<file path="config.mk">
export PLATFORM = sky130hd
export DESIGN_NAME = rlpd_fifo
export DESIGN_NICKNAME = d
export VERILOG_FILES = /design/src/sv/rlpd_pkg.sv /design/src/sv/rlpd_fifo.sv
export SDC_FILE = /design/constraint.sdc
export NUM_CORES = 1
export LEC_CHECK = 0
export ABC_AREA = 1
export CAP_MARGIN = 20
export CORE_MARGIN = 2
export CORE_UTILIZATION = 35
export CTS_BUF_LIST = sky130_fd_sc_hd__clkbuf_8
export CTS_CLUSTER_SIZE = 14
export DETAILED_ROUTE_END_ITERATION = 16
export DONT_BUFFER_PORTS = 1
export GPL_TIMING_DRIVEN = 0
export PLACE_DENSITY = 0.48
export SLEW_MARGIN = 20
export SYNTH_ARGS = -nofsm -noshare
export SYNTH_HDL_FRONTEND = slang
export SYNTH_SLANG_ARGS = --single-unit
</file>
<file path="constraint.sdc">
create_clock -name clk -period 4 [get_ports clk]
set_input_delay 0.6 -clock clk [delete_from_list [all_inputs] [get_ports clk]]
set_output_delay 0.6 -clock clk [all_outputs]
set_load 0.02 [all_outputs]
</file>
<file path="src/sv/rlpd_pkg.sv">
// ----------------------------------------------------------------------------
// rlpd_pkg
// Shared constants, codes and types of the raster local peak detector.
// ----------------------------------------------------------------------------
`default_nettype none

package rlpd_pkg;

	// Defaults for the top-level parameters.
	localparam int DEF_MAX_WIDTH  = 1024;
	localparam int DEF_MAX_HEIGHT = 1024;
	localparam int DEF_PIXEL_BITS = 8;

	// Fixed widths of the configuration data and the result fields.
	localparam int CFG_W   = 11;
	localparam int VALUE_W = 8;
	localparam int POS_W   = 10;

	// Frame size after reset and the smallest usable frame side.
	localparam int RESET_WIDTH  = 20;
	localparam int RESET_HEIGHT = 20;
	localparam int MIN_DIM      = 2;

	// Queue between the front and the back part.
	localparam int QUEUE_DEPTH = 4;
	localparam int PTR_W       = $clog2(QUEUE_DEPTH);
	localparam int LEVEL_W     = $clog2(QUEUE_DEPTH + 1);

	// Configuration register indexes.
	localparam logic CFG_IDX_WIDTH  = 1'b0;
	localparam logic CFG_IDX_HEIGHT = 1'b1;

	// Queue status seen by both sides.
	typedef struct packed {
		logic               empty;
		logic [LEVEL_W-1:0] level;
	} fifo_stat_t;

	// Which results a queued run holds and their peak flags.
	typedef struct packed {
		logic has_left;
		logic has_last;
		logic peak_upper;
		logic peak_left;
		logic peak_last;
	} run_ctl_t;

	// Position class of an accepted pixel.
	typedef struct packed {
		logic r_zero;
		logic r_ge2;
		logic r_last;
		logic c_zero;
		logic c_gt1;
		logic c_last;
	} pos_flags_t;

	// Result slot of a run: pixel above, left neighbour in the last row,
	// and the frame's final pixel.
	typedef enum logic [1:0] {
		SLOT_UPPER,
		SLOT_LEFT,
		SLOT_LAST
	} slot_t;

endpackage

`default_nettype wire

</file>
<file path="src/sv/rlpd_fifo.sv">
// ----------------------------------------------------------------------------
// rlpd_fifo
// Short register queue that holds classified runs between front and back.
// ----------------------------------------------------------------------------
`default_nettype none

module rlpd_fifo
	import rlpd_pkg::*;
#(
	parameter int WIDTH = 64
) (
	input  wire logic             clk,
	input  wire logic             arst_n,
	input  wire logic             wr_en,
	input  wire logic [WIDTH-1:0] wr_data,
	input  wire logic             rd_en,
	output logic      [WIDTH-1:0] rd_data,
	output fifo_stat_t            stat
);

	logic [WIDTH-1:0]   mem_q [QUEUE_DEPTH];
	logic [PTR_W-1:0]   wr_ptr_q;
	logic [PTR_W-1:0]   rd_ptr_q;
	logic [LEVEL_W-1:0] count_q;

	// Storage; the writer never pushes into a full queue.
	always_ff @(posedge clk) begin
		if (wr_en) begin
			mem_q[wr_ptr_q] <= wr_data;
		end
	end

	// Pointers and fill level.
	always_ff @(posedge clk or negedge arst_n) begin
		if (!arst_n) begin
			wr_ptr_q <= '0;
			rd_ptr_q <= '0;
			count_q  <= '0;
		end else begin
			if (wr_en) begin
				wr_ptr_q <= wr_ptr_q + PTR_W'(1);
			end
			if (rd_en) begin
				rd_ptr_q <= rd_ptr_q + PTR_W'(1);
			end
			if (wr_en && !rd_en) begin
				count_q <= count_q + LEVEL_W'(1);
			end else if (!wr_en && rd_en) begin
				count_q <= count_q - LEVEL_W'(1);
			end
		end
	end

	assign rd_data    = mem_q[rd_ptr_q];
	assign stat.empty = (count_q == '0);
	assign stat.level = count_q;

endmodule

`default_nettype wire

</file>
==> results.md <==
* Cts hold-fix bufs at 1
* CTS clk-pin slew, worst paths at 0.06 ns
* Initial antenna violation count at 0
* Largest net degree at the start of global routing at 39
* Synth Area per Inst at 14.25 um^2
* WS Path Type: reg2out
* Final instance area at 12780 um^2
* Endpoints failing setup at 0
* Root buf cell: clkbuf_8
* Static leakage at 0.005006 uW
* Placed insts at 1200
* Cell count after synthesis at 794
* Drt initial violations at 266
* Sequential area share after synthesis at 0.6951
* Core footprint at 31720 um^2
* Startpoint types: flip-flop
* WL per Instance at 19.74 um
* Hold path depth at 1
* Gr ovfl total at 0
* Hold Vio Cnt, Final at 0
* IO buf count at 0
* HP Start: rd_en
* Die width at 183.8 um
* Power Dens Cells at 795.3 nW/um^2
* Crit-path max cell delay at 0.38 ns
* Final nets at 922
* DR vias at 5934
* Post-DP HPWL at 15280 um
* Row cnt at 65
* VDD IR max at 309.7 uV
* N_diodes at 0
* Status: completed
* Critical path buffers and inverters at 3
* Reg2reg setup slack at 2.17 ns
* R2r startpoint: wr_ptr_q[0]
* Post-Syn Area at 11310 um^2
* Worst path top cell family by delay: buffers and inverters
* Fin crit share at 0.6334
* Slew Limit Headroom at 0.5817
* Drt via density at 4.629
* DP Area at 11910 um^2
* RR Endpoint: mem_q[0][32]
* Fmax at 394.7 MHz
* Seq cells post-synth at 263
* Tot GR Track Use at 0.1544
* Synth area leaders: edfxtp_1 68%, o211ai_2 9.3%, nand2_1 5.5%
* Post-DRT Antenna Nets at 0
* Routability congestion estimate at 0.6851
* Area leader, netlist: edfxtp_1
* Pins over their slew limit at 0
* Minimum clock period at 2.534 ns
* Starting density of the core at 0.3566
* WHS Endpoint: rd_ptr_q[0]
* RSZ-0062 raised after global routing: no
* Max cap viols at 0
* Req. time, crit path at 3.40 ns
* Yosys top cell area share at 0.6796
* Clock Path Buffers at 3
* Worst Clk Skew at 0.01925 ns
* Critical-path cell list: inv_2, buf_4, buf_2, o211ai_1, nand2_1
* Crit-path slowest cell: dfrtp_1
* Boundary Pins at 136
* Tightest Pin Transition at 0.6227 ns
* Area added between synthesis and finish at 12.97%
* Most frequent cells in the layout: 256 x edfxtp_1, 166 x nand2_1, 152 x inv_1
* Setup TNS Final at 0 ns
* Worst R2R Path Depth at 5
* Post-Route WL at 25310 um
* Final cell count without fillers at 1282
* CTS sink cnt at 263
* CTS tree: done
* CP endpoint kind: output port
* Die height at 183.8 um
* Drt first pass iters at 4
* Number of global-route vias before repair at 6320
* Netlist cell types at 23
* CTS-repair resized insts at 0
* Synthesis Warnings at 0
* Die footprint at 33770 um^2
* Hold Path Class: in2reg
* CP arrival at 1.93 ns
* Clk_lat worst skew at 0.56 ns
* TritonCTS buffer count at 47
* H-tree levels at 2
* First-pass GRT wire length at 38440 um
* Crit path max fanout at 10
* Post-CTS Setup Inserts at 0
* Share of cells above drive strength 1 at 0.2659
* Commonest non-fill, non-tap cell in the layout: edfxtp_1
* Syn nets at 868
* DRC at 0
worst max path at each step:
stage                     start            to  slack [ns]  cells after the start
floorplan                 wr_en   mem_q[0][0]        1.45                      3
global placement          wr_en  mem_q[2][25]        0.15                      3
detailed placement        wr_en  mem_q[3][21]        1.85                      4
CTS                 rd_ptr_q[1]   rd_data[26]        1.40                      5
global route        rd_ptr_q[1]   rd_data[14]        1.30                      5
finish              rd_ptr_q[1]   rd_data[14]        1.47                      5
per-stage QoR:
step           setup slack (ns)  hold slack (ns)  total power [uW]  utilization
6_report                  1.466           0.1207             10160       0.4028
5_1_grt                   1.297          0.08707             10790       0.4028
4_1_cts                   1.396          0.08001             10410       0.4028
3_5_place_dp              1.848           0.3046              8047       0.3755
3_3_place_gp             0.1528           0.3046              8015       0.3725
2_1_floorplan             1.449           0.3044              6968            -
per-layer routing:
layer,vias up,global-route usage,part of all wire
met5,-,0,0
met4,0,0.04960,0.025
met3,57,0.05032,0.072
met2,149,0.2610,0.47
met1,2856,0.1869,0.43
li1,2872,-,-
cell type report:
| class | count | area (um^2) |
|---|---|---|
| plain buffers | 44 | 535.5 |
| clock buffers | 51 | 701.9 |
| clock inverters | 30 | 153.9 |
| fillers | 2945 | 18940 |
| inverters | 140 | 535.5 |
| multi-input cells | 347 | 2387 |
| flip-flops and latches | 263 | 7863 |
| well taps | 402 | 503.0 |
| repair buffers | 5 | 97.59 |
flip-flops by register name, indices dropped and copies added, names as in the netlist:
name	flops
wr_ptr_q	2
mem_q	256
count_q	3
rd_ptr_q	2
power breakdown:
group          internal (uW)  total, uW  switching (uW)  leakage [uW]
Clock                   1230       2310            1080      0.000503
Sequential              3610       3770             163       0.00243
Combinational           1240       4080            2830       0.00207
cells in the mapped netlist:
| master | count |
|---|---|
| edfxtp_1 | 256 |
| nand2_1 | 166 |
| inv_1 | 139 |
| o211ai_2 | 84 |
| o211ai_1 | 44 |
| nand2_2 | 39 |
| buf_6 | 18 |
| buf_12 | 12 |
| buf_2 | 9 |
| dfrtp_1 | 7 |
| ha_1 | 5 |
| xor2_1 | 3 |
| buf_4 | 2 |
| buf_8 | 1 |
| clkbuf_1 | 1 |
| clkbuf_8 | 1 |
| fa_1 | 1 |
| inv_2 | 1 |
| nand3_1 | 1 |
| nand4_1 | 1 |
| nor3_1 | 1 |
| o21ai_0 | 1 |
| xnor2_1 | 1 |
worst register-to-register path: cells and delay by family, from the launching register on:
kind	cells	cell delay (ns)
buffers and inverters	3	0.80
DFF	1	0.43
adders and majority gates	1	0.15
and+or+nand+nor	1	0.08
kinds of logic (layout without fill, tap and decap cells):
kind of cell	after synthesis	after routing	synth area share
simple gates	208	208	0.07810
flops	263	263	0.6951
fa+ha+maj	6	6	0.007301
buf+inv	184	270	0.09380
xor+xnor	4	4	0.003098
compound gates	129	129	0.1226
Power figures use the tool's default switching activity.
