**src/sv/rlpd_pkg.sv**
```systemverilog
// ----------------------------------------------------------------------------
// rlpd_pkg
// Shared constants, codes and types of the raster local peak detector.
// ----------------------------------------------------------------------------
`default_nettype none

package rlpd_pkg;

	// Defaults for the top-level parameters.
	localparam int DEF_MAX_WIDTH  = 1024;
	localparam int DEF_MAX_HEIGHT = 1024;
	localparam int DEF_PIXEL_BITS = 8;

	// Fixed widths of the configuration data and the result fields.
	localparam int CFG_W   = 11;
	localparam int VALUE_W = 8;
	localparam int POS_W   = 10;

	// Frame size after reset and the smallest usable frame side.
	localparam int RESET_WIDTH  = 20;
	localparam int RESET_HEIGHT = 20;
	localparam int MIN_DIM      = 2;

	// Queue between the front and the back part.
	localparam int QUEUE_DEPTH = 4;
	localparam int PTR_W       = $clog2(QUEUE_DEPTH);
	localparam int LEVEL_W     = $clog2(QUEUE_DEPTH + 1);

	// Configuration register indexes.
	localparam logic CFG_IDX_WIDTH  = 1'b0;
	localparam logic CFG_IDX_HEIGHT = 1'b1;

	// Queue status seen by both sides.
	typedef struct packed {
		logic               empty;
		logic [LEVEL_W-1:0] level;
	} fifo_stat_t;

	// Which results a queued run holds and their peak flags.
	typedef struct packed {
		logic has_left;
		logic has_last;
		logic peak_upper;
		logic peak_left;
		logic peak_last;
	} run_ctl_t;

	// Position class of an accepted pixel.
	typedef struct packed {
		logic r_zero;
		logic r_ge2;
		logic r_last;
		logic c_zero;
		logic c_gt1;
		logic c_last;
	} pos_flags_t;

	// Result slot of a run: pixel above, left neighbour in the last row,
	// and the frame's final pixel.
	typedef enum logic [1:0] {
		SLOT_UPPER,
		SLOT_LEFT,
		SLOT_LAST
	} slot_t;

endpackage

`default_nettype wire

```
**src/sv/rlpd_back.sv**
```systemverilog
// ----------------------------------------------------------------------------
// rlpd_back
// Takes queued runs apart into single results and holds each in the output
// register until it is popped.
// ----------------------------------------------------------------------------
`default_nettype none

module rlpd_back
	import rlpd_pkg::*;
#(
	parameter int MAX_WIDTH  = DEF_MAX_WIDTH,
	parameter int MAX_HEIGHT = DEF_MAX_HEIGHT,
	parameter int PIXEL_BITS = DEF_PIXEL_BITS,
	localparam int CW        = $clog2(MAX_WIDTH),
	localparam int RW        = $clog2(MAX_HEIGHT),
	localparam int RUN_W     = RW + CW + 3 * PIXEL_BITS + $bits(run_ctl_t)
) (
	input  wire logic                  clk,
	input  wire logic                  arst_n,
	input  wire fifo_stat_t            fstat,
	input  wire logic [RUN_W-1:0]      q_data,
	output logic                       q_pop,
	output logic                       empty,
	input  wire logic                  pop,
	output logic      [PIXEL_BITS-1:0] out_value,
	output logic      [POS_W-1:0]      out_row,
	output logic      [POS_W-1:0]      out_column,
	output logic                       is_peak,
	output logic                       last_of_run,
	output logic                       end_of_frame
);

	slot_t                 slot_q;
	slot_t                 slot_d;
	slot_t                 slot_next;

	logic [RW-1:0]         h_row;
	logic [CW-1:0]         h_col;
	logic [PIXEL_BITS-1:0] h_upper;
	logic [PIXEL_BITS-1:0] h_left;
	logic [PIXEL_BITS-1:0] h_last;
	run_ctl_t              h_ctl;

	logic [PIXEL_BITS-1:0] sel_value;
	logic [RW-1:0]         sel_row;
	logic [CW-1:0]         sel_col;
	logic                  sel_peak;
	logic                  sel_end;
	logic                  sel_eof;
	logic                  load;

	logic                  out_v_q;
	logic [PIXEL_BITS-1:0] value_q;
	logic [RW-1:0]         row_q;
	logic [CW-1:0]         col_q;
	logic                  peak_q;
	logic                  end_q;
	logic                  eof_q;

	assign {h_row, h_col, h_upper, h_left, h_last, h_ctl} = q_data;

	// Load a new beat whenever the queue holds a run and the output register is free or being popped.
	assign load  = !fstat.empty && (!out_v_q || pop);
	assign q_pop = load && sel_end;

	// Slot sequencer: pick the current result of the head run.
	always_comb begin
		sel_value = h_upper;
		sel_row   = h_row - RW'(1);
		sel_col   = h_col;
		sel_peak  = h_ctl.peak_upper;
		sel_end   = 1'b1;
		sel_eof   = 1'b0;
		slot_next = SLOT_UPPER;
		case (slot_q)
			SLOT_UPPER: begin
				sel_end   = !h_ctl.has_left && !h_ctl.has_last;
				slot_next = h_ctl.has_left ? SLOT_LEFT : SLOT_LAST;
			end
			SLOT_LEFT: begin
				sel_value = h_left;
				sel_row   = h_row;
				sel_col   = h_col - CW'(1);
				sel_peak  = h_ctl.peak_left;
				sel_end   = !h_ctl.has_last;
				slot_next = SLOT_LAST;
			end
			SLOT_LAST: begin
				sel_value = h_last;
				sel_row   = h_row;
				sel_peak  = h_ctl.peak_last;
				sel_eof   = 1'b1;
			end
			default: ;
		endcase
		slot_d = slot_q;
		if (load) begin
			slot_d = sel_end ? SLOT_UPPER : slot_next;
		end
	end

	always_ff @(posedge clk or negedge arst_n) begin
		if (!arst_n) begin
			slot_q <= SLOT_UPPER;
		end else begin
			slot_q <= slot_d;
		end
	end

	// Output register valid.
	always_ff @(posedge clk or negedge arst_n) begin
		if (!arst_n) begin
			out_v_q <= 1'b0;
		end else if (load) begin
			out_v_q <= 1'b1;
		end else if (pop) begin
			out_v_q <= 1'b0;
		end
	end

	// Output register payload.
	always_ff @(posedge clk) begin
		if (load) begin
			value_q <= sel_value;
			row_q   <= sel_row;
			col_q   <= sel_col;
			peak_q  <= sel_peak;
			end_q   <= sel_end;
			eof_q   <= sel_eof;
		end
	end

	assign empty        = !out_v_q;
	assign out_value    = value_q;
	assign out_row      = POS_W'(row_q);
	assign out_column   = POS_W'(col_q);
	assign is_peak      = peak_q;
	assign last_of_run  = end_q;
	assign end_of_frame = eof_q;

endmodule

`default_nettype wire

```
**config.mk**
```make
export PLATFORM = sky130hd
export DESIGN_NAME = rlpd_back
export DESIGN_NICKNAME = d
export VERILOG_FILES = /design/src/sv/rlpd_pkg.sv /design/src/sv/rlpd_back.sv
export SDC_FILE = /design/constraint.sdc
export NUM_CORES = 1
export LEC_CHECK = 0
export ABC_AREA = 1
export BUFFER_PORTS_ARGS = -buffer_cell sky130_fd_sc_hd__buf_4
export CORE_UTILIZATION = 40
export DETAILED_ROUTE_END_ITERATION = 8
export GPL_TIMING_DRIVEN = 0
export PLACE_DENSITY_LB_ADDON = 0.3
export SYNTH_ARGS = -nofsm -noshare
export SYNTH_HDL_FRONTEND = slang
export SYNTH_SLANG_ARGS = --single-unit
```
**constraint.sdc**
```tcl
create_clock -name clk -period 1.86 [get_ports clk]
set_input_delay 0.093 -clock clk [delete_from_list [all_inputs] [get_ports clk]]
set_output_delay 0.093 -clock clk [all_outputs]
set_load 0.01 [all_outputs]
```
==> impl_metrics.tcl, run 1 <==
set metrics [dict create \
    die_area_mm2 0.004725 \
    drc 0 \
    slew_headroom_pct 71.73 \
    cp.required_ns 1.77 \
    crit_family "buffers and inverters" \
    drtIter0Drc 95 \
    core_area_mm2 0.004144 \
    setup_viol 0 \
    p_leak_uw 0.001249 \
    antennaDiodeCount 0 \
    ant_nets 0 \
    ir_worst_vdd_uv 390.3 \
    num_vias 1660 \
    cts_root_buf "clkbuf_8" \
    cts_buffers 5 \
    status "completed" \
    final_nets 359 \
    ios 89 \
    maxCapViolCount 0 \
    fp.dieH_um 68.74 \
    synth_cell_types 21 \
    post-route-min-period_ns 1.754 \
    rows 23 \
    routedWlPerCell_um 12.21 \
    start_util_pct 43.00 \
    gp_congestion 0.7669 \
    drv_slew 0 \
    fmax_ghz 0.5702 \
    startpoint_type "flop" \
    grt_pass1_vias 1562 \
    cts.path.max_buffers 2 \
    crit_slowest_cell "dfrtp_1" \
    clkTransAtPathRegs_ns 0.06 \
    synthTopCellsByArea "edfxtp_1 52%, nand2_1 11%, inv_1 5.5%" \
    grt_overflow 0 \
    path_buf_inv 3 \
    path_class "flop to output pin" \
    clock-sinks 34 \
    die_w_um 68.74 \
    end_kind "output pin" \
    synth_area_mm2 0.001782 \
    fin_crit_sh_pct 94.29 \
    numPortBuffers 85 \
    preCtsSetupSlack_ns -0.07507 \
    fin_skew_ns 0.002838 \
    synth_top_area_cell "edfxtp_1" \
    clock_latency_ns 0.28 \
    worst_pin_slew_ns 0.4241 \
    cp.arrival_ns 1.66 \
    yosysSeqAreaShare_pct 56.46 \
    cts_tree "done" \
    dp_hpwl_mm 3.193 \
    crit_fanout 10 \
    viasPerCell 4.756 \
    drive_gt1_share_pct 35.12 \
    finalWirelength_mm 4.260 \
    holdWs_ns 0.06400 \
    netlist.area_leader.share_pct 52.25 \
    synth_warnings 0 \
    max_stage_delay_ns 0.38 \
    grt_max_degree 19 \
    fin_util_pct 63.16 \
    p_per_area_mw_per_mm2 848.0 \
    hold_viol 0 \
    path_cells "inv_1, ha_1, buf_2, o21ai_1, and2_1, buf_4" \
    synth_nets 261 \
    antenna_found_initial 0 \
    synth_seq_cells 34 \
    rsz0062_at_grt "no" \
    area_growth_pct 46.91 \
    htree_levels 2 \
    timing.final.ws_setup_ns 0.1061 \
    grt_pass1_wl_mm 6.541 \
    syn_inst 200 \
    avgSynthCellArea_um2 8.909 \
    grtUsageTotal_pct 19.57 \
    hold_class "input pin to flop" \
    drt_first_pass_iters 6 \
]
## through the flow
step                      instances  total power [uW]  TNS (ns)  instance area, um^2
after floorplan                 200              1396         0                 1782
after global placement          335              1692         0                 2482
after detailed placement        335              1716   -0.5631                 2482
after CTS                       346              2234         0                 2592
after global routing            349              2362         0                 2618
final                           349              2220         0                 2618
## cell type report
type / count / area [um^2]
timing repair buffer: 90 / 680.7
fill: 372 / 1526
clock buffer: 6 / 72.57
clock inverter: 2 / 8.758
timing repair inverter: 1 / 7.507
sequential: 34 / 1006
tap: 50 / 62.56
multi-input combinational: 134 / 651.9
buffer: 4 / 18.77
inverter: 28 / 108.9
## path summary, 6_finish.rpt
| check | start | end | slack (ns) | cells after the start |
|---|---|---|---|---|
| min reg2reg | out_v_q | out_v_q | 0.54 | 2 |
| max reg2reg | slot_q[0] | out_row[9] | 0.22 | 6 |
| min in group asynchronous | arst_n | slot_q[1] | 0.14 | 2 |
| max in group asynchronous | arst_n | out_v_q | 1.63 | 2 |
| min | q_data[3] | slot_q[1] | 0.06 | 3 |
| max | slot_q[1] | q_pop | 0.11 | 6 |
## Yosys cell counts
library cell   n
inv_2          2
buf_1          1
dfrtp_1        3
nand3b_1       1
nand2_1       53
ha_1           5
xnor2_1        3
nand3_1       10
nor2_1        25
and2_1         1
buf_2          3
nand2_2        1
o21ai_1        1
xor2_1         4
nand4_1        1
edfxtp_1      31
nor2_4         1
a21oi_1       18
inv_1         26
o21ai_0        8
nor2_2         2
## sequential cells by signal, indices dropped and copies added, names as in the netlist
name	cells
out_column	10
out_value	8
is_peak	1
out_v_q	1
slot_q	2
end_of_frame	1
out_row	10
last_of_run	1
## logic make-up (layout without fill, tap and decap cells)
family / count (synthesis) / in the layout / share of synthesized area, %
xor+xnor: 7 / 7 / 3.441
buf+inv: 32 / 131 / 6.952
fa+ha+maj: 5 / 5 / 3.511
simple gates: 95 / 95 / 22.05
flops: 34 / 34 / 56.46
compound gates: 27 / 27 / 7.584
## cell usage in the layout, fill, tap and decap left out, types with 3 or more instances in the layout
| cell | n |
|---|---|
| nand3_1 | 10 |
| ha_1 | 5 |
| buf_4 | 88 |
| dfrtp_1 | 3 |
| nor2_1 | 25 |
| xnor2_1 | 3 |
| clkbuf_8 | 5 |
| inv_1 | 25 |
| nand2_1 | 53 |
| xor2_1 | 4 |
| edfxtp_1 | 31 |
| o21ai_0 | 8 |
| a21oi_1 | 18 |
| buf_2 | 3 |
## worst min-delay path, cell delays in order
cell and delay [ns]:
buf_4 0.08, nand3_1 0.07, o21ai_0 0.07
## where the power goes
| part | internal (uW) | switching (uW) |
|---|---|---|
| Sequential | 973 | 28.0 |
| Combinational | 319 | 388 |
| Clock | 257 | 254 |
| Total | 1550 | 670 |
## routing by layer
metal  vias to the layer above  global-route usage (%)  wire, um
met1                       747                   19.67      1586
met3                        12                   5.428       253
met4                         0                   10.46       111
li1                        843                       -         -
met2                        58                   36.27      2308
met5                         -                       0         0
## repair_timing
item / in CTS / in global routing
hold endpoints to repair: 4 / 0
pin swaps: 0 / 0
buffers inserted: 0 / 3
hold buffers: 2 / 0
cloned: 1 / 0
resized for setup: 1 / 1
endpoints found under the setup margin: 33 / 18
No activity file was read; power rests on OpenSTA's default activity.
==> run 2: changes to the inputs <==
--- a/config.mk
+++ b/config.mk
@@ -5,12 +5,11 @@
 export SDC_FILE = /design/constraint.sdc
 export NUM_CORES = 1
 export LEC_CHECK = 0
-export ABC_AREA = 1
 export BUFFER_PORTS_ARGS = -buffer_cell sky130_fd_sc_hd__buf_4
 export CORE_UTILIZATION = 40
 export DETAILED_ROUTE_END_ITERATION = 8
 export GPL_TIMING_DRIVEN = 0
-export PLACE_DENSITY_LB_ADDON = 0.3
+export PLACE_DENSITY = 0.79
 export SYNTH_ARGS = -nofsm -noshare
 export SYNTH_HDL_FRONTEND = slang
 export SYNTH_SLANG_ARGS = --single-unit
==> impl_metrics.tcl, run 2 <==
set metrics [dict create \
    fin_cells 280 \
    antennaDiodeCount 0 \
    rsz0062_at_grt "yes" \
    ir_worst_vdd_uv 684.2 \
    r2r-start "slot_q[1]" \
    p_per_area_mw_per_mm2 1115 \
    finalPower_uw 2889 \
    cts_root_buf "clkbuf_8" \
    holdWs_ns 0.02441 \
    syn_inst 133 \
    synth.most_common_cell "edfxtp_1" \
    path_cells "inv_2, ha_4, or4b_4, nor4b_4, xor2_1" \
    grt_max_degree 32 \
    startpoint_type "flop" \
    cp.depth 5 \
    setup_viol 0 \
    netlist.area_leader.share_pct 55.32 \
    rows 23 \
    clock_latency_ns 0.28 \
    p_leak_uw 0.001093 \
    synthTopCellsByArea "edfxtp_1 55%, xnor2_1 5.7%, dfrtp_1 4.5%" \
    dp_hpwl_mm 2.964 \
    drc 0 \
    tns_ns 0 \
    viasPerCell 5.039 \
    fin_skew_ns 0.007242 \
    core_area_mm2 0.004029 \
    die_area_mm2 0.004470 \
    grt_pass1_wl_mm 5.954 \
    cts_tree "done" \
    avgSynthCellArea_um2 12.65 \
    hold_class "input pin to flop" \
    synth_top_area_cell "edfxtp_1" \
    cp.arrival_ns 1.84 \
    fill_cells 332 \
    synth_area_mm2 0.001683 \
    synth_common_cells "31 x edfxtp_1, 11 x nor2_1, 11 x xnor2_1" \
    max_stage_delay_ns 0.52 \
    synth_warnings 0 \
    fmax_ghz 0.5512 \
    grt_overflow 0 \
    dp.cells 269 \
    synth_top_flop_cell "edfxtp_1" \
    r2r_slack_ns 0.05 \
    end_kind "flop" \
    fp.dieH_um 66.86 \
    crit_family "simple AND/OR/NAND/NOR gates" \
    synth_nets 194 \
    crit_start "slot_q[1]" \
    final_nets 290 \
    cts_buffers 5 \
    fin_crit_sh_pct 97.54 \
    layout_common_cells "87 x buf_4, 31 x edfxtp_1, 11 x nor2_1, 11 x xnor2_1" \
    r2r-end "out_column[7]" \
    crit_fanout 6 \
    slew_headroom_pct 67.62 \
    path_buf_inv 1 \
    worst_pin_slew_ns 0.4857 \
    cts.path.max_buffers 2 \
    clkTransAtPathRegs_ns 0.07 \
    yosysSeqAreaShare_pct 59.78 \
    drive_gt1_share_pct 45.65 \
    drv_slew 0 \
    routedWlPerCell_um 14.20 \
    synth_seq_cells 34 \
    maxCapViolCount 0 \
    drtIter0Drc 106 \
    crit_path_end "out_column[7]" \
    post-route-min-period_ns 1.814 \
    numPortBuffers 85 \
    gp_congestion 0.8033 \
    grt_pass1_vias 1321 \
    antenna_found_initial 0 \
    area_growth_pct 54.05 \
    hold_viol 0 \
    die_w_um 66.86 \
    htree_levels 2 \
    reg2reg_depth 5 \
    cp.required_ns 1.89 \
    min_path_cells 2 \
    synth_edf_count 31 \
    num_vias 1411 \
    layout_commonest_cell "buf_4" \
    path_class "flop to flop" \
    synth_cell_types 27 \
    async_flop_share_pct 8.824 \
    clock-sinks 34 \
    status "completed" \
    start_util_pct 41.77 \
    crit_slowest_cell "or4b_4" \
    grtUsageTotal_pct 18.79 \
    drt_first_pass_iters 4 \
    finalWirelength_mm 3.976 \
    ios 89 \
    ant_nets 0 \
]
[run 2: cell count changes after synthesis, sizes merged, moves of 4 or more]
cell,change
inv,-19
clkbuf,+5
nand2,-49
xnor2,+8
buf,-4
nand3,-9
a22oi,+9
o21ai,-6
a21oi,-8
nor2,-17
nor3,+5
[run 2: cells by family after synthesis]
family,after synthesis,synth area share (%)
XOR/XNOR,18,9.368
AND/OR/NAND/NOR,35,13.53
buffers and inverters,14,3.123
adder cells (fa/ha/maj),5,3.717
multiplexers,3,1.784
AO/OA/AOI/OAI,24,8.699
flip-flops,34,59.78
[run 2: layout make-up]
cell class              instances  area [um^2]  area share [%]
plain buffers                   4        15.01          0.5791
clock buffers                   7        76.32           2.944
clock inverters                 1        30.03           1.158
inverters                       9        33.78           1.303
multi-input cells              85        675.6           26.06
flip-flops and latches         34         1006           38.80
well taps                      50        62.56           2.413
repair buffers                 90        693.2           26.74
[run 2: how the worst min path moves through the flow]
| stage | from | to | slack (ns) |
|---|---|---|---|
| floorplan | arst_n | out_v_q | -0.20 |
| global placement | arst_n | out_v_q | -0.12 |
| detailed placement | arst_n | out_v_q | -0.12 |
| CTS | fstat[3] | out_v_q | 0.02 |
| global route | fstat[3] | out_v_q | 0.04 |
| finish | fstat[3] | out_v_q | 0.02 |
[run 2: stage by stage]
step / util (%) / area [um^2] / worst slack (ns)
after floorplan: - / 1692 / 0.01072
after global placement: 59.38 / 2392 / -0.3885
after detailed placement: 60.06 / 2420 / -0.1124
after CTS: 63.26 / 2549 / -0.04873
after global routing: 64.35 / 2592 / -0.01053
final: 64.35 / 2592 / 0.04567
[run 2: what timing repair did]
item | 4_1_cts | 5_1_grt
resized for setup | 2 | 6
pin swaps | 0 | 1
endpoints found under the hold margin | 4 | 0
buffers inserted | 0 | 2
gates cloned | 0 | 0
setup endpoints to repair | 5 | 7
hold buffers | 2 | 0
[run 2: report_power, final]
part | internal (uW) | switching (uW) | total (uW)
logic | 536 | 585 | 1120
registers | 1060 | 51.3 | 1110
clock network | 401 | 259 | 660
[run 2: metal layers]
layer  GRT usage, %  share of wire (%)  vias to the layer above
met3          5.308                5.7                       14
met4          10.11                3.3                        0
li1               -                  -                      678
met5              0                  0                        -
met1          20.07                 36                      665
met2          33.08                 55                       54
==> run 3: changes to the inputs <==
--- a/config.mk
+++ b/config.mk
@@ -10,6 +10,7 @@
 export DETAILED_ROUTE_END_ITERATION = 8
 export GPL_TIMING_DRIVEN = 0
 export PLACE_DENSITY = 0.79
+export RECOVER_POWER = 50
 export SYNTH_ARGS = -nofsm -noshare
 export SYNTH_HDL_FRONTEND = slang
 export SYNTH_SLANG_ARGS = --single-unit
==> impl_metrics.tcl, run 3 (synthesis results as in run 2) <==
set metrics [dict create \
    post-route-min-period_ns 1.816 \
    num_vias 1395 \
    antenna_found_initial 0 \
    finalWirelength_mm 3.993 \
    postLayoutCellArea_mm2 0.002469 \
    layout_common_cells "53 x buf_4, 39 x clkbuf_1, 31 x edfxtp_1, 11 x nor2_1, 11 x xnor2_1" \
    clkTransAtPathRegs_ns 0.07 \
    crit_slowest_cell "or4b_4" \
    status "completed" \
    min_path_cells 2 \
    hold_class "input pin to flop" \
    start_util_pct 41.77 \
    cts.path.max_buffers 2 \
    grt_pass1_wl_mm 5.954 \
    fp.dieH_um 66.86 \
    timing.final.ws_setup_ns 0.04395 \
    drive_gt1_share_pct 31.30 \
    grt_pass1_vias 1321 \
    path_class "flop to flop" \
    fin_cells 280 \
    hold_viol 0 \
    die_w_um 66.86 \
    fmax_ghz 0.5506 \
    reg2reg_depth 5 \
    ios 89 \
    placed_area_mm2 0.002420 \
    routedWlPerCell_um 14.26 \
    ir_worst_vdd_uv 636.1 \
    slew_headroom_pct 66.97 \
    path_cells "inv_2, ha_4, or4b_4, nor4b_4, xor2_1" \
    core_area_mm2 0.004029 \
    grt_overflow 0 \
    cts_buffers 5 \
    dp.cells 269 \
    ant_nets 0 \
    fill_cells 371 \
    rsz0062_at_grt "yes" \
    drc 0 \
    layout_commonest_cell "buf_4" \
    max_stage_delay_ns 0.52 \
    fin_crit_sh_pct 97.64 \
    min_to "out_v_q" \
    cp.arrival_ns 1.84 \
    drv_slew 0 \
    end_kind "flop" \
    r2r-end "out_column[7]" \
    clock-sinks 34 \
    preCtsSetupSlack_ns -0.1124 \
    numPortBuffers 85 \
    maxCapViolCount 0 \
    p_per_area_mw_per_mm2 1133 \
    area_growth_pct 46.69 \
    cts_tree "done" \
    cp.required_ns 1.89 \
    die_area_mm2 0.004470 \
    viasPerCell 4.982 \
    rows 23 \
    antennaDiodeCount 0 \
    worst_pin_slew_ns 0.4955 \
    grtUsageTotal_pct 18.79 \
    r2r_slack_ns 0.04 \
    grt_max_degree 32 \
    drtIter0Drc 106 \
    htree_levels 2 \
    startpoint_type "flop" \
    setup_viol 0 \
    clock_latency_ns 0.28 \
    dp_hpwl_mm 2.964 \
    p_leak_uw 0.0009727 \
    crit_fanout 6 \
    cts_root_buf "clkbuf_8" \
    final_nets 290 \
    drt_first_pass_iters 4 \
    gp_congestion 0.8033 \
    hp-start "fstat[3]" \
    fin_skew_ns 0.007079 \
    r2r-start "slot_q[1]" \
]
run 3: changes by cell type in the layout (fill, tap and decap cells not counted):
cell / previous run / this run
clkbuf_4: 0 / 1
clkbuf_1: 6 / 39
buf_4: 87 / 53
run 3: worst max path at each step:
stage,endpoint,start
2_1_floorplan,out_row[6],slot_q[0]
3_5_place_dp,out_row[6],slot_q[0]
5_1_grt,out_column[7],slot_q[1]
3_3_place_gp,q_pop,out_v_q
6_report,out_column[7],slot_q[1]
4_1_cts,out_column[7],slot_q[1]
run 3: timing repair:
item / in CTS / in global routing
gates resized for setup: 2 / 6
endpoints found under the hold margin: 4 / 0
buffers inserted: 0 / 2
hold buffers: 2 / 0
pin swaps: 0 / 1
endpoints found under the setup margin: 5 / 7
run 3: report_power, final:
part	switching (uW)	leakage [uW]	internal [uW]
registers	48.4	0.000332	1060
clock network	260	0.0000524	401
logic	585	0.000588	445
run 3: metal layers:
metal  track usage, %  vias to the layer above  wire length [um]
met5                0                        -                 0
met4            10.11                        0               137
met3            5.308                       14               244
met2            33.08                       52              2169
met1            20.07                      652              1442
li1                 -                      677                 -
run 3: layout make-up:
| class | instances | area (um^2) | share of cell area (%) |
|---|---|---|---|
| buffer | 4 | 15.01 | 0.6082 |
| multi-input combinational | 85 | 675.6 | 27.37 |
| inverter | 9 | 33.78 | 1.368 |
| timing repair buffer | 90 | 569.3 | 23.06 |
| sequential | 34 | 1006 | 40.75 |
| clock inverter | 1 | 30.03 | 1.216 |
| tap | 50 | 62.56 | 2.534 |
| clock buffer | 7 | 76.32 | 3.092 |
run 3: metrics by stage:
stage          util, %  hold WS, ns  total power (uW)   TNS, ns
3_5_place_dp     60.06      -0.1165              2149   -0.3944
6_report         61.27      0.02409              2796         0
4_1_cts          63.26      0.01993              2824  -0.09129
5_1_grt          61.27      0.04199              2989  -0.01053
3_3_place_gp     59.38      -0.1159              2109    -11.45
2_1_floorplan        -      -0.2026              1705         0
run 3: critical path: cells and delay by family, from the launching register on:
family	cells	cell delay, ns
simple gates	2	0.81
flops	1	0.39
fa+ha+maj	1	0.17
buf+inv	1	0.10
xor+xnor	1	0.10
